## src/rtl/npcm_pkg.sv

```systemverilog
// ----------------------------------------------------------------------------
// npcm_pkg
// shared types and constants of the nearest palette colour match block
// ----------------------------------------------------------------------------
package npcm_pkg;

  localparam int COMP_W      = 8;
  localparam int INDEX_W     = 8;
  localparam int DIST_W      = 18;
  localparam int SQ_W        = 2 * COMP_W;
  localparam int NUM_CELLS_W = 9;
  localparam int THR_W       = 7;
  localparam int THR_SQ_W    = 2 * THR_W;
  localparam int CFG_IDX_W   = 2;
  localparam int CFG_DATA_W  = NUM_CELLS_W;

  // hard limit on cells in use, whatever the palette depth
  localparam int CELL_LIMIT  = 256;

  // register indexes of the configuration port
  localparam logic [CFG_IDX_W-1:0] REG_NUM_CELLS = 2'd0;
  localparam logic [CFG_IDX_W-1:0] REG_MATCH_THR = 2'd1;

  // request kinds
  localparam logic REQ_WRITE = 1'b0;
  localparam logic REQ_QUERY = 1'b1;

  localparam logic [NUM_CELLS_W-1:0] RESET_CELLS  = 9'd256;
  localparam logic [THR_SQ_W-1:0]    RESET_THR_SQ = 14'd2500;  // 50 squared

  typedef struct packed {
    logic [COMP_W-1:0] red;
    logic [COMP_W-1:0] green;
    logic [COMP_W-1:0] blue;
  } rgb_t;

  typedef struct packed {
    logic              req_type;
    logic [INDEX_W-1:0] cell_index;
    logic [COMP_W-1:0] red;
    logic [COMP_W-1:0] green;
    logic [COMP_W-1:0] blue;
  } in_word_t;

  typedef struct packed {
    logic [INDEX_W-1:0] best_index;
    logic [DIST_W-1:0]  best_dist_sq;
    logic               within_threshold;
  } out_word_t;

  // control token that travels with each palette entry into the compare unit
  typedef struct packed {
    logic               valid;
    logic               last;
    logic [INDEX_W-1:0] idx;
  } feed_t;

endpackage

```

## src/rtl/npcm_cell.sv

```systemverilog
// ----------------------------------------------------------------------------
// npcm_cell
// one palette entry of the rotating cell chain
// ----------------------------------------------------------------------------
module npcm_cell (
  input  logic           clk,
  input  logic           shift_en,
  input  logic           load_en,
  input  npcm_pkg::rgb_t load_data,
  input  npcm_pkg::rgb_t shift_in,
  output npcm_pkg::rgb_t data_out
);
  import npcm_pkg::*;

  rgb_t data_r;
  rgb_t data_nxt;

  always_comb begin
    data_nxt = data_r;
    if (load_en) begin
      data_nxt = load_data;
    end else if (shift_en) begin
      data_nxt = shift_in;
    end
  end

  always_ff @(posedge clk) begin
    data_r <= data_nxt;
  end

  assign data_out = data_r;

endmodule

```

## config.mk

```make
export PLATFORM = sky130hd
export DESIGN_NAME = npcm_cell
export DESIGN_NICKNAME = d
export VERILOG_FILES = /design/src/rtl/npcm_pkg.sv /design/src/rtl/npcm_cell.sv
export SDC_FILE = /design/constraint.sdc
export NUM_CORES = 1
export LEC_CHECK = 0
export BUFFER_PORTS_ARGS = -buffer_cell sky130_fd_sc_hd__buf_2
export CAP_MARGIN = 20
export CELL_PAD_IN_SITES_DETAIL_PLACEMENT = 1
export CELL_PAD_IN_SITES_GLOBAL_PLACEMENT = 1
export CORE_ASPECT_RATIO = 1.75
export CORE_MARGIN = 3
export CORE_UTILIZATION = 32
export DETAILED_ROUTE_END_ITERATION = 12
export PLACE_DENSITY = 0.8
export SLEW_MARGIN = 15
export SYNTH_ARGS = -nofsm -noshare
export SYNTH_HDL_FRONTEND = slang
export SYNTH_SLANG_ARGS = --single-unit
```

## constraint.sdc

```tcl
create_clock -name clk -period 2 [get_ports clk]
set_input_delay 0.4 -clock clk [delete_from_list [all_inputs] [get_ports clk]]
set_output_delay 0.4 -clock clk [all_outputs]
set_load 0.02 [all_outputs]
```

==> out/results.tsv <==
stage	metric	value	unit
layout	multi_input_area	348	um^2
placed_design	dp_slack	369	ps
logic_synthesis	synth_xor_area_share	0	%
detailed_routing	drc_errors	0	
cts	htree_num_levels	1	
power	powerDensity	738	nW/um^2
global_routing	grt_pass1_wl	3710	um
floorplanning	fp.dieW	50.7	um
logic_synthesis	netlist_area	1120	um^2
hold_path	hp-class	primary input to register	
sta	post-route-period-util	66.6	%
sta	max_freq	0.750	GHz
global_routing	antenna_found_initial	0	
global_routing	grt_use_total	12.0	%
logic_synthesis	synth_compound_area_share	0	%
sta	worst_slew_pin_slew	382	ps
sta	final_hold_viol_count	0	
cts	cts.sinks	24	
worst_setup_path	end_kind	register	
sta	rsz0062_at_grt	no	
detailed_routing	via_per_inst	4.39	
detailed_routing	dr_total_vias	755	
floorplanning	die_y	84.3	um
layout	antenna_cells	0	
layout	area_growth	40.1	%
cts	cts_setup_buffers	0	
logic_synthesis	synth_top_family_by_area	multiplexers	
detailed_routing	wl_per_cell	14.7	um
cts	numCtsBuffers	3	
worst_setup_path	crit_path_max_fanout	15	
logic_synthesis	synth_nets	103	
floorplanning	pin_count	75	
logic_synthesis	synth_cell_type_count	6	
cts	cts-root-buf	clkbuf_8	
power	peakVddDrop	0.405	mV
floorplanning	initial_core_util	34.5	%
layout	area.sequential	721	um^2
detailed_routing	detail-route-antenna-nets	0	
logic_synthesis	synthMuxAreaShare	30.5	%
global_routing	grt_pass1_vias	795	
logic_synthesis	yosys_warnings	0	
cts	cts_tree	done	
logic_synthesis	syn_avg_cell_area	21.5	um^2
floorplanning	fp.coreArea	3240	um^2
sta	relSlewSlack	74.6	%
layout	fin_util	48.4	%
worst_setup_path	cp.arrival	1340	ps
worst_setup_path	start_kind	primary input	
cts	cts.path.max_buffers	2	
run_status	run_status	finished clean	
placed_design	dpl.hpwl	2120	um
run	drv_cap	0	
cts	path_clk_slew	70	ps
worst_setup_path	crit_type	primary input to register	
logic_synthesis	yosysSeqAreaShare	64.4	%
sta	tns	0	ps
placed_design	gp_congestion	0.682	
layout	largest_reg_flops	24	
logic_synthesis	synth-simple-area-share	0.559	%
sta	final-max-slew-violation-count	0	
cts	cts_resized	0	
sta	layout_setup_ws	667	ps
cts	cts_hold_buf	0	
layout	nets	182	
layout	drive_gt1_share	80.6	%
detailed_routing	routed_wl	2530	um
floorplanning	dieArea	4270	um^2
detailed_routing	drtIter0Drc	6	
logic_synthesis	synthCells	52	
sta	setup_viol	0	
detailed_routing	drt_first_pass_iters	2	
layout	fillCellCount	368	
worst_setup_path	worstPathRequired	2010	ps
floorplanning	rows	27	
global_routing	gr-total-overflow	0	
sta	final.min_clock_period	1330	ps
global_routing	grt_start_max_net_pins	25	
logic_synthesis	synth_fa_ha_area_share	0	%
placed_design	io_buffers	74	
logic_synthesis	synth-seq-cells	24	
power	p_leak	0.754	nW
-- cell usage in the layout, fill, tap and decap left out, drive strengths merged --
cell | Yosys | layout
clkbuf | 0 | 3
edfxtp | 24 | 24
or2 | 1 | 1
mux2 | 24 | 24
buf | 3 | 77
-- report_power, final --
| group | switching, mW | internal, mW | leakage, nW |
|---|---|---|---|
| sequential | 0.0126 | 0.617 | 0.245 |
| combinational | 0.136 | 0.128 | 0.488 |
| clock | 0.130 | 0.134 | 0.0216 |
| total | 0.279 | 0.879 | 0.754 |
-- routing by layer --
layer	track usage [%]	wire, um	up-vias
met5	0	0	-
met4	5.88	48	0
met3	4.09	275	4
met2	22.3	1350	54
met1	11.0	855	341
li1	-	-	356
-- kinds of logic after synthesis --
logic type / Yosys count
buffers and inverters: 3
DFF: 24
muxes: 24
and+or+nand+nor: 1
-- cell type report --
type | count | area share (%)
Sequential cell | 24 | 45.9
Timing Repair Buffer | 77 | 25.8
Multi-Input combinational cell | 25 | 22.2
Tap cell | 43 | 3.43
Clock buffer | 3 | 2.63
-- critical path, cell delays in order --
cell	delay, ps
buf_2	320
buf_4	290
mux2_4	320
-- Yosys cell counts --
cell | n | area, um^2
buf_12 | 2 | 40.0
or2_1 | 1 | 6.26
buf_6 | 1 | 11.3
mux2_4 | 19 | 285
edfxtp_1 | 24 | 721
mux2_2 | 5 | 56.3
-- stage by stage --
stage	cells	hold WS (ps)	cell area (um^2)	total power [mW]
6_report	172	438	1570	1.16
4_1_cts	172	432	1570	1.18
2_1_floorplan	52	617	1120	0.802
5_1_grt	172	424	1570	1.22
3_3_place_gp	169	703	1530	0.900
3_5_place_dp	169	705	1530	0.910
-- worst paths after layout --
check | start | endpoint | cells past startpoint
setup / recovery | load_en | data_out[7]$_DFFE_PP_ | 3
hold / removal | shift_in[8] | data_out[8]$_DFFE_PP_ | 2
(Power assumes the default switching activity.)
