[src/rtl/npcm_pkg.sv]
// ----------------------------------------------------------------------------
// npcm_pkg
// shared types and constants of the nearest palette colour match block
// ----------------------------------------------------------------------------
package npcm_pkg;

  localparam int COMP_W      = 8;
  localparam int INDEX_W     = 8;
  localparam int DIST_W      = 18;
  localparam int SQ_W        = 2 * COMP_W;
  localparam int NUM_CELLS_W = 9;
  localparam int THR_W       = 7;
  localparam int THR_SQ_W    = 2 * THR_W;
  localparam int CFG_IDX_W   = 2;
  localparam int CFG_DATA_W  = NUM_CELLS_W;

  // hard limit on cells in use, whatever the palette depth
  localparam int CELL_LIMIT  = 256;

  // register indexes of the configuration port
  localparam logic [CFG_IDX_W-1:0] REG_NUM_CELLS = 2'd0;
  localparam logic [CFG_IDX_W-1:0] REG_MATCH_THR = 2'd1;

  // request kinds
  localparam logic REQ_WRITE = 1'b0;
  localparam logic REQ_QUERY = 1'b1;

  localparam logic [NUM_CELLS_W-1:0] RESET_CELLS  = 9'd256;
  localparam logic [THR_SQ_W-1:0]    RESET_THR_SQ = 14'd2500;  // 50 squared

  typedef struct packed {
    logic [COMP_W-1:0] red;
    logic [COMP_W-1:0] green;
    logic [COMP_W-1:0] blue;
  } rgb_t;

  typedef struct packed {
    logic              req_type;
    logic [INDEX_W-1:0] cell_index;
    logic [COMP_W-1:0] red;
    logic [COMP_W-1:0] green;
    logic [COMP_W-1:0] blue;
  } in_word_t;

  typedef struct packed {
    logic [INDEX_W-1:0] best_index;
    logic [DIST_W-1:0]  best_dist_sq;
    logic               within_threshold;
  } out_word_t;

  // control token that travels with each palette entry into the compare unit
  typedef struct packed {
    logic               valid;
    logic               last;
    logic [INDEX_W-1:0] idx;
  } feed_t;

endpackage

[src/rtl/npcm_dist.sv]
// ----------------------------------------------------------------------------
// npcm_dist
// squared rgb distance of the head cell and running minimum, two stages
// ----------------------------------------------------------------------------
module npcm_dist (
  input  logic                           clk,
  input  logic                           rst_n,
  input  logic                           start,
  input  npcm_pkg::feed_t                feed,
  input  npcm_pkg::rgb_t                 head,
  input  npcm_pkg::rgb_t                 qry,
  output logic                           res_valid,
  output logic [npcm_pkg::INDEX_W-1:0]   best_idx,
  output logic [npcm_pkg::DIST_W-1:0]    best_dist
);
  import npcm_pkg::*;

  // stage one: per-component squares
  feed_t           feed_r;
  logic [SQ_W-1:0] sq_r_r, sq_g_r, sq_b_r;
  logic [SQ_W-1:0] sq_r_nxt, sq_g_nxt, sq_b_nxt;
  logic [COMP_W-1:0] dr, dg, db;

  // stage two: running minimum
  logic [INDEX_W-1:0] best_idx_r, best_idx_nxt;
  logic [DIST_W-1:0]  best_dist_r, best_dist_nxt;
  logic               res_valid_r, res_valid_nxt;
  logic [DIST_W-1:0]  dist_sum;

  always_comb begin
    dr = (qry.red   > head.red)   ? qry.red   - head.red   : head.red   - qry.red;
    dg = (qry.green > head.green) ? qry.green - head.green : head.green - qry.green;
    db = (qry.blue  > head.blue)  ? qry.blue  - head.blue  : head.blue  - qry.blue;
    sq_r_nxt = SQ_W'(dr) * SQ_W'(dr);
    sq_g_nxt = SQ_W'(dg) * SQ_W'(dg);
    sq_b_nxt = SQ_W'(db) * SQ_W'(db);
  end

  always_ff @(posedge clk) begin
    sq_r_r <= sq_r_nxt;
    sq_g_r <= sq_g_nxt;
    sq_b_r <= sq_b_nxt;
    if (!rst_n) begin
      feed_r <= '0;
    end else begin
      feed_r <= feed;
    end
  end

  assign dist_sum = DIST_W'(sq_r_r) + DIST_W'(sq_g_r) + DIST_W'(sq_b_r);

  always_comb begin
    best_idx_nxt  = best_idx_r;
    best_dist_nxt = best_dist_r;
    res_valid_nxt = res_valid_r;
    if (start) begin
      // all ones is above any reachable distance
      best_dist_nxt = '1;
      best_idx_nxt  = '0;
      res_valid_nxt = 1'b0;
    end else begin
      // strict compare keeps the lowest index on a tie
      if (feed_r.valid && (dist_sum < best_dist_r)) begin
        best_dist_nxt = dist_sum;
        best_idx_nxt  = feed_r.idx;
      end
      if (feed_r.last) begin
        res_valid_nxt = 1'b1;
      end
    end
  end

  always_ff @(posedge clk) begin
    best_idx_r  <= best_idx_nxt;
    best_dist_r <= best_dist_nxt;
    if (!rst_n) begin
      res_valid_r <= 1'b0;
    end else begin
      res_valid_r <= res_valid_nxt;
    end
  end

  assign res_valid = res_valid_r;
  assign best_idx  = best_idx_r;
  assign best_dist = best_dist_r;

endmodule

[config.mk]
export PLATFORM = sky130hd
export DESIGN_NAME = npcm_dist
export DESIGN_NICKNAME = d
export VERILOG_FILES = /design/src/rtl/npcm_pkg.sv /design/src/rtl/npcm_dist.sv
export SDC_FILE = /design/constraint.sdc
export NUM_CORES = 1
export LEC_CHECK = 0
export BUFFER_PORTS_ARGS = -buffer_cell sky130_fd_sc_hd__buf_2
export CAP_MARGIN = 20
export CELL_PAD_IN_SITES_DETAIL_PLACEMENT = 0
export CELL_PAD_IN_SITES_GLOBAL_PLACEMENT = 1
export CORE_MARGIN = 8
export CORE_UTILIZATION = 30
export CTS_BUF_LIST = sky130_fd_sc_hd__clkbuf_8
export DETAILED_ROUTE_END_ITERATION = 12
export PLACE_DENSITY_LB_ADDON = 0.1
export SLEW_MARGIN = 15
export SYNTH_ARGS = -nofsm -noshare
export SYNTH_HDL_FRONTEND = slang
export SYNTH_SLANG_ARGS = --single-unit
export TNS_END_PERCENT = 30
[constraint.sdc]
create_clock -name clk -period 15.5 [get_ports clk]
set_input_delay 2.325 -clock clk [delete_from_list [all_inputs] [get_ports clk]]
set_output_delay 2.325 -clock clk [all_outputs]
set_load 0.02 [all_outputs]
==> results.txt, run 1 <==
status: finished clean
clock tree buffer depth: 2
Area after DPL: 11200 um2
Max-Cap Viols: 0
max_slew headroom: 0.304
Setup CP Type: input pin to flop
fraction of registers with async set/reset: 0
RSZ-0062 raised after global routing: false
Max Slew Vio Count: 0
vias in the first global route: 7894
Post-Synth XOR/XNOR Area: 0.0703
core area: 34200 um2
Post-synth EDFFs: 0
Tightest Pin Transition: 1040 ps
grt total ovfl: 0
DP Wirelength: 20100 um
Bufs and invs on worst path: 6
# diodes: 0
Worst Setup Start Kind: input pin
DRC Markers: 0
cells after synthesis: 1167
finished layout cell area: 11500 um2
mux contribution to synthesized area: 0.0262
fin nets: 1567
Final Cycle Share: 0.543
Hold Crit Class: flop to flop
# fillers: 3677
clk_lat worst skew: 370 ps
Iteration-0 DRC Markers: 259
footprint of the multi-input gates: 7730 um2
Post-Syn Area per Cell: 8.85 um2
Die ar.: 40600 um2
Via density: 4.44
CP max stage delay: 740 ps
Post-Route WL: 23200 um
layout cells sized above 1: 0.122
via count: 7569
FF+latch area: 1640 um2
CP arrival: 8660 ps
Clock Skews: 15.6 ps
clk slew on worst S/H paths: 90 ps
Compound-Gate Fraction of Synth Area: 0.136
Seq/Total Area, Yosys: 0.159
GPL Wtd Cong: 0.766
Root Driver: clkbuf_8
largest net degree at the start of global routing: 28
Worst Path Max Fanout: 11
drt pass-1 iters: 5
Post-CTS Hold Buffers: 0
Setup TNS: 0 ps
Ports: 88
Tmin final: 8420 ps
Area growth, synth to finish: 10.9%
TritonCTS clock tree: built
Final Hold Fails: 0
gr usage total: 0.117
simple-gate portion of the synthesized area: 0.125
Crit. End Element: flop
final setup fails: 0
Most used DFF post-synth: dfxtp_1
hold_ws: 466 ps
cell family with most CP delay: adder cells
# port buffers: 87
Post-Syn Area: 10300 um2
average wire per standard cell: 13.6 um
initial antenna violation count: 0
DP Worst Slack: 6680 ps
Die H: 202 um
fraction of the mapped netlist area in adder cells: 0.389
Die W: 202 um
slowest cell on the critical path: xnor2_1
Final ANT Viol Nets: 0
H-tree levels: 3
Worst Path Required: 15740 ps
TritonCTS buffer count: 9
synth unique cells: 66
Yosys warnings: 0
clock sink total: 82
critical path, cell by cell: buf_2 -> inv_1 -> ha_1 -> inv_1 -> fa_1 -> a21o_1 -> a221oi_4 -> a21oi_4 -> mux2i_1 -> xnor2_1 -> nor2_1 -> fa_1 -> fa_1 -> inv_1 -> fa_1 -> fa_1 -> inv_1 -> ha_1 -> inv_1 -> nor2_1 -> o31a_1 -> o22ai_1 -> nor4b_1 -> or4b_2
Starting Density: 0.302
Max Clk Rate: 119 MHz
largest family of logic cells by synthesized area: adder cells
post-CTS setup buffers: 0
# resized after CTS: 0
first-pass GRT wire length: 40000 um
#FFs+latches synth: 82
# rows: 68
PnR worst setup slack: 7080 ps
-- routing by layer --
metal,vias up,track usage,wire [um]
li1,3939,-,-
met1,3532,0.166,12100
met2,90,0.188,10400
met3,8,0.0162,600
met4,0,0.0180,134
met5,-,0,0
-- placed cells by master, fill, tap and decap left out, types with 30 or more instances in the layout --
| master | Yosys | routed |
|---|---|---|
| a21oi_1 | 71 | 71 |
| nand2_1 | 34 | 34 |
| dfxtp_1 | 82 | 82 |
| o21ai_0 | 32 | 32 |
| inv_1 | 219 | 219 |
| a21o_1 | 30 | 30 |
| fa_1 | 97 | 97 |
| ha_1 | 166 | 166 |
| nor2_1 | 110 | 110 |
| xnor2_1 | 44 | 44 |
| buf_2 | 9 | 87 |
-- registers in the layout, summed over array words and instances (netlist names) --
name and flops:
best_dist 18, feed_r 10, sq_b_r 15, sq_r_r 15, best_idx 8, sq_g_r 15, res_valid 1
-- area by class of cell --
type / count / area share
Clock buffer: 9 / 0.0108
Inverter: 220 / 0.0721
Tap cell: 455 / 0.0497
Sequential cell: 82 / 0.143
Clock inverter: 7 / 0.00885
Multi-Input combinational cell: 839 / 0.675
Timing Repair Buffer: 91 / 0.0406
-- worst register-to-register path, cell delays in order, from the launching register on --
cell,delay (ps)
dfxtp_1,330
fa_1,470
ha_1,330
o21ai_0,330
a21oi_1,150
o41a_1,370
nor2_1,220
o21ai_0,170
a221o_1,380
and2_1,180
ha_1,290
and4_1,210
nand2_1,80
a21oi_1,40
o21ai_0,130
nand4_1,580
buf_4,450
and2_1,190
a211o_1,260
-- cell families (layout without fill, tap and decap cells) --
| family | Yosys count | after routing |
|---|---|---|
| simple gates | 261 | 261 |
| compound gates | 209 | 209 |
| buf+inv | 247 | 327 |
| other cells | 2 | 3 |
| mux | 27 | 27 |
| fa+ha+maj | 263 | 263 |
| flops | 82 | 82 |
| xor+xnor | 76 | 76 |
-- path summary, 6_finish.rpt --
check	start	to	slack, ps	cells past startpoint
max	qry[8]	sq_g_r[12]$_DFF_P_	7080	24
min	feed_r[8]$_SDFF_PN0_	res_valid$_SDFFE_PP0P_	470	2
max reg2reg	sq_r_r[4]$_DFF_P_	best_dist[3]$_SDFFE_PP1P_	10240	18
min reg2reg	feed_r[8]$_SDFF_PN0_	res_valid$_SDFFE_PP0P_	470	2
-- per-stage QoR --
step,instances,utilization
after floorplan,1168,-
after global placement,1687,0.328
after detailed placement,1687,0.328
after CTS,1703,0.335
after global routing,1703,0.335
final,1703,0.335
-- synthesized netlist by cell type, types with 8 or more instances --
| cell type | count | area share |
|---|---|---|
| clkbuf_1 | 11 | 0.0040 |
| dfxtp_1 | 82 | 0.16 |
| a31oi_1 | 11 | 0.0067 |
| a21o_1 | 30 | 0.022 |
| nor3_1 | 14 | 0.0068 |
| nand4_1 | 9 | 0.0055 |
| nand2b_1 | 8 | 0.0048 |
| and2_1 | 23 | 0.014 |
| nor2_1 | 110 | 0.040 |
| xnor2_1 | 44 | 0.037 |
| ha_1 | 166 | 0.20 |
| nand2_1 | 34 | 0.012 |
| o21ai_0 | 32 | 0.016 |
| a21oi_1 | 71 | 0.034 |
| fa_1 | 97 | 0.19 |
| nor2b_1 | 8 | 0.0048 |
| a211o_1 | 12 | 0.010 |
| or2_2 | 15 | 0.0091 |
| mux2i_1 | 27 | 0.026 |
| buf_2 | 9 | 0.0044 |
| o21a_1 | 10 | 0.0073 |
| inv_1 | 219 | 0.080 |
| xor2_1 | 24 | 0.020 |
Power of run 1 is left out: the tool's default activity adds up to more than one toggle a clock period on the data nets, which glitch-free logic cannot reach.
==> run 2: changes to the inputs <==
Clock period 15.5 ns to 6.9 ns, I/O delays scaled along.
==> run 2 against run 1 <==
  * Sequential share of layout area down 1.2 points
  * Cell area rose by 9.3%
  * Global-route usage is 0.35 points higher
  * Sequential cell count is the same
  * Worst hold slack improved by 0.87 ps
  * Die area did not move
  * Critical path depth grew 2
  * Wire length rose by 3.3%
  * First-iteration DRC count shrank 19%
  * Non-clock buffer count up 133
  * Core utilization grew 3.1 points
  * Clock skew is 1.2 ps lower
  * Largest cell class unchanged
==> results.txt, run 2 (synthesis gave the netlist of run 1 again) <==
Max Slew Vio Count: 0
fin nets: 1700
most frequent cells in the layout: inv_1, ha_1, buf_4, nor2_1, fa_1
Worst Path Max Fanout: 6
# diodes: 0
average wire per standard cell: 13.0 um
DRC Markers: 0
RSZ-0062 raised after global routing: true
Hold Crit Class: flop to flop
initial antenna violation count: 0
Hold Path Cell Cnt: 2
Worst Setup Start Kind: input pin
layout cells sized above 1: 0.212
final setup fails: 0
status: finished clean
clk slew on worst S/H paths: 90 ps
Iteration-0 DRC Markers: 209
Final Util: 0.366
DP Wirelength: 21100 um
reg2reg setup slack: 1650 ps
leading cell type in the layout, fill and taps excluded: inv_1
Area growth, synth to finish: 21.2%
drt pass-1 iters: 4
WHS Endpoint: best_idx[4]$_SDFFE_PP0P_
Via density: 4.38
core area: 34200 um2
max_slew headroom: 0.598
Post-Route WL: 23900 um
Final Hold Fails: 0
clock tree buffer depth: 2
# fillers: 3622
Final ANT Viol Nets: 0
Crit. End Element: flop
GPL Wtd Cong: 0.778
Tmin final: 6640 ps
Ports: 88
R2R Path End: best_dist[3]$_SDFFE_PP1P_
Setup TNS: 0 ps
Max Clk Rate: 151 MHz
Max-Cap Viols: 0
largest net degree at the start of global routing: 28
Root Driver: clkbuf_8
Tightest Pin Transition: 601 ps
Non-Filler Instances: 1836
TritonCTS clock tree: built
clock sink total: 82
Worst Path Required: 7120 ps
Starting Density: 0.302
vias in the first global route: 8323
post-CTS setup buffers: 0
clk_lat worst skew: 360 ps
Worst R2R Start: sq_r_r[4]$_DFF_P_
grt total ovfl: 0
H-tree levels: 3
placed insts: 1820
first-pass GRT wire length: 41300 um
Final Cycle Share: 0.962
CP arrival: 6860 ps
via count: 8040
# rows: 68
Die ar.: 40600 um2
TritonCTS buffer count: 9
gr usage total: 0.120
max FFs per register: 18
hold path startpoint: feed_r[4]$_SDFF_PN0_
Die W: 202 um
Setup CP Type: input pin to flop
Clock Skews: 14.4 ps
Die H: 202 um
# port buffers: 87
Reg2Reg Depth: 18
-- run 2: cell types whose count changed in the layout (fill, tap and decap cells not counted), sizes merged --
cell,previous run,this run
buf,91,224
clkinv,2,1
clkbuf,9,10
-- run 2: routing by layer --
layer  GRT usage  vias to the layer above  share of wire  wire [um]
li1            -                     4210              -          -
met1       0.175                     3744           0.54      12800
met2       0.192                       78           0.44      10500
met3      0.0154                        8          0.020        481
met4      0.0141                        0         0.0041         98
met5           0                        -              0          0
-- run 2: timing repair --
item	in CTS	in global routing
setup endpoints to repair	0	5
resized for setup	0	10
hold buffers	0	0
-- run 2: worst max path at each step --
stage / from / endpoint / slack, ps / cells past startpoint
after global routing: qry[0] / sq_b_r[12]$_DFF_P_ / -30 / 27
after CTS: qry[8] / sq_g_r[12]$_DFF_P_ / 150 / 25
after global placement: qry[8] / sq_g_r[12]$_DFF_P_ / -160 / 26
after detailed placement: qry[8] / sq_g_r[12]$_DFF_P_ / -210 / 25
after floorplan: qry[8] / sq_g_r[12]$_DFF_P_ / 1 / 24
final: qry[8] / sq_g_r[12]$_DFF_P_ / 260 / 26
-- run 2: worst max-delay path: stages --
cell      delay, ps
buf_2           100
inv_1            40
ha_1            160
inv_1            60
fa_2            340
a21o_1          230
a221oi_4        350
a21oi_4         160
mux2i_2         240
xor2_2          140
buf_4           160
or2_2           310
fa_1            400
inv_1            70
fa_1            410
ha_1            280
inv_1            50
fa_1            520
inv_1            40
ha_1            290
a21oi_1         180
nor2b_1          90
o31a_1          290
o22ai_2         170
nor4b_1          70
or4b_2          650
-- run 2: final cells by class --
type | instances | area (um2) | share of cell area
multi-input combinational | 839 | 7780 | 0.622
sequential | 82 | 1640 | 0.131
timing repair buffer | 224 | 1480 | 0.118
inverter | 220 | 826 | 0.0659
tap | 455 | 569 | 0.0455
clock buffer | 10 | 138 | 0.0110
clock inverter | 6 | 88.8 | 0.00709
-- run 2: metrics by stage --
| step | setup WS [ps] | hold WS (ps) | cell area, um2 |
|---|---|---|---|
| finish | 265 | 467 | 12500 |
| global route | -34.7 | 477 | 12500 |
| CTS | 150 | 469 | 12500 |
| detailed placement | -210 | 447 | 12200 |
| global placement | -156 | 444 | 12200 |
| floorplan | 0.998 | 437 | 10300 |
Power of run 2 is left out for the same reason.
==> run 3: changes to the inputs <==
Settings changed: CTS_BUF_LIST sky130_fd_sc_hd__clkbuf_8 to not set.
==> run 3 against run 2 <==
  * Worst hold slack got worse by 5.5 ps
  * Global-route usage about the same
  * Count of clock-buffer cells in the layout increased by 1
  * Final cell count unchanged
  * First-iteration DRC count decreased by 7.7%
  * Core utilization increased by 0.32 points
  * Cell area increased by 0.88%
  * Sequential cell count unchanged
  * Critical path depth unchanged
  * Fmax decreased by 0.28%
==> results.txt, run 3 (synthesis gave the netlist of run 1 again) <==
vias in the first global route: 8322
average wire per standard cell: 13.0 um
DP Wirelength: 21100 um
Non-Filler Instances: 1836
Worst Path Max Fanout: 6
most frequent CP cell: inv_1
layout cells sized above 1: 0.212
# port buffers: 87
hold path startpoint: feed_r[4]$_SDFF_PN0_
RSZ-0062 raised after global routing: true
H-tree levels: 3
Die H: 202 um
Max-Cap Viols: 0
Iteration-0 DRC Markers: 193
Worst Path Required: 7100 ps
clk slew on worst S/H paths: 60 ps
TritonCTS buffer count: 9
DRC Markers: 0
Final Cycle Share: 0.964
R2R Path End: best_dist[3]$_SDFFE_PP1P_
Starting Density: 0.302
CP max stage delay: 650 ps
placed insts: 1820
Via density: 4.39
max FFs per register: 18
slowest cell on the critical path: or4b_2
reg2reg setup slack: 1660 ps
TritonCTS clock tree: built
Area growth, synth to finish: 22.3%
Max Clk Rate: 150 MHz
leading cell type in the layout, fill and taps excluded: inv_1
Tightest Pin Transition: 602 ps
drt pass-1 iters: 4
Root Driver: clkbuf_16
Worst R2R Start: sq_r_r[4]$_DFF_P_
Crit. End Element: flop
GPL Wtd Cong: 0.778
Hold Crit Class: flop to flop
Worst Setup Start Kind: input pin
core area: 34200 um2
Die ar.: 40600 um2
first-pass GRT wire length: 41300 um
Post-CTS Hold Buffers: 0
gr usage total: 0.120
fin nets: 1700
status: finished clean
clock tree buffer depth: 2
initial antenna violation count: 0
Setup CP Type: input pin to flop
WP depth: 26
Tmin final: 6650 ps
largest net degree at the start of global routing: 28
Final Hold Fails: 0
Ports: 88
Reg2Reg Depth: 18
grt total ovfl: 0
Max Slew Vio Count: 0
Post-Route WL: 23900 um
# rows: 68
CP arrival: 6860 ps
CP Capture Point: sq_g_r[12]$_DFF_P_
# diodes: 0
cell family with most CP delay: adder cells
CP Launch Point: qry[8]
Final ANT Viol Nets: 0
clock sink total: 82
Bufs and invs on worst path: 7
Die W: 202 um
via count: 8057
most frequent cells in the layout: inv_1, ha_1, buf_4, nor2_1, fa_1
Clock Skews: 10.9 ps
final setup fails: 0
clk_lat worst skew: 340 ps
max_slew headroom: 0.597
run 3: layer usage:
metal	part of all wire	up-vias	global-route usage
li1	-	4206	-
met1	0.53	3768	0.174
met2	0.44	72	0.192
met3	0.021	11	0.0146
met4	0.0060	0	0.0180
met5	0	-	0
run 3: area by class of cell:
| cell class | instances | area (um2) |
|---|---|---|
| Fill cell | 3612 | 21600 |
| Multi-Input combinational cell | 839 | 7790 |
| Sequential cell | 82 | 1640 |
| Timing Repair Buffer | 224 | 1480 |
| Inverter | 220 | 826 |
| Tap cell | 455 | 569 |
| Clock buffer | 11 | 243 |
| Clock inverter | 5 | 85.1 |
run 3: worst reg2reg max path: stages, from the launching register on:
cell and delay (ps):
dfxtp_1 320, fa_1 470, ha_1 330, o21ai_0 330, a21oi_1 150, o41a_1 370
nor2_1 200, o21ai_0 160, a221o_1 410, and2_1 190, ha_1 290, and4_1 220
nand2_1 80, a21oi_1 50, o21ai_0 130, nand4_1 540, buf_4 440, and2_1 200
a211o_1 260
run 3: metrics by stage:
step / setup slack [ps] / TNS (ps) / hold WS, ps / cell area (um2) / util
after floorplan: 0.998 / 0 / 437 / 10300 / -
after global placement: -156 / -289 / 444 / 12200 / 0.358
after detailed placement: -210 / -338 / 447 / 12200 / 0.358
after CTS: 120 / 0 / 465 / 12600 / 0.368
after global routing: -74.3 / -161 / 474 / 12600 / 0.369
final: 246 / 0 / 462 / 12600 / 0.369
run 3: timing repair:
action	in CTS	in global routing
endpoints found under the setup margin	0	7
gates resized for setup	0	11
buffers inserted	0	0
run 3: worst min path at each step:
stage | to | slack [ps] | cells after the start
after floorplan | best_idx[0]$_SDFFE_PP0P_ | 440 | 2
after global placement | best_idx[4]$_SDFFE_PP0P_ | 440 | 2
after detailed placement | best_idx[5]$_SDFFE_PP0P_ | 450 | 2
after CTS | best_idx[4]$_SDFFE_PP0P_ | 460 | 2
after global routing | res_valid$_SDFFE_PP0P_ | 470 | 2
final | best_idx[4]$_SDFFE_PP0P_ | 460 | 2
Power of run 3 is left out for the same reason.
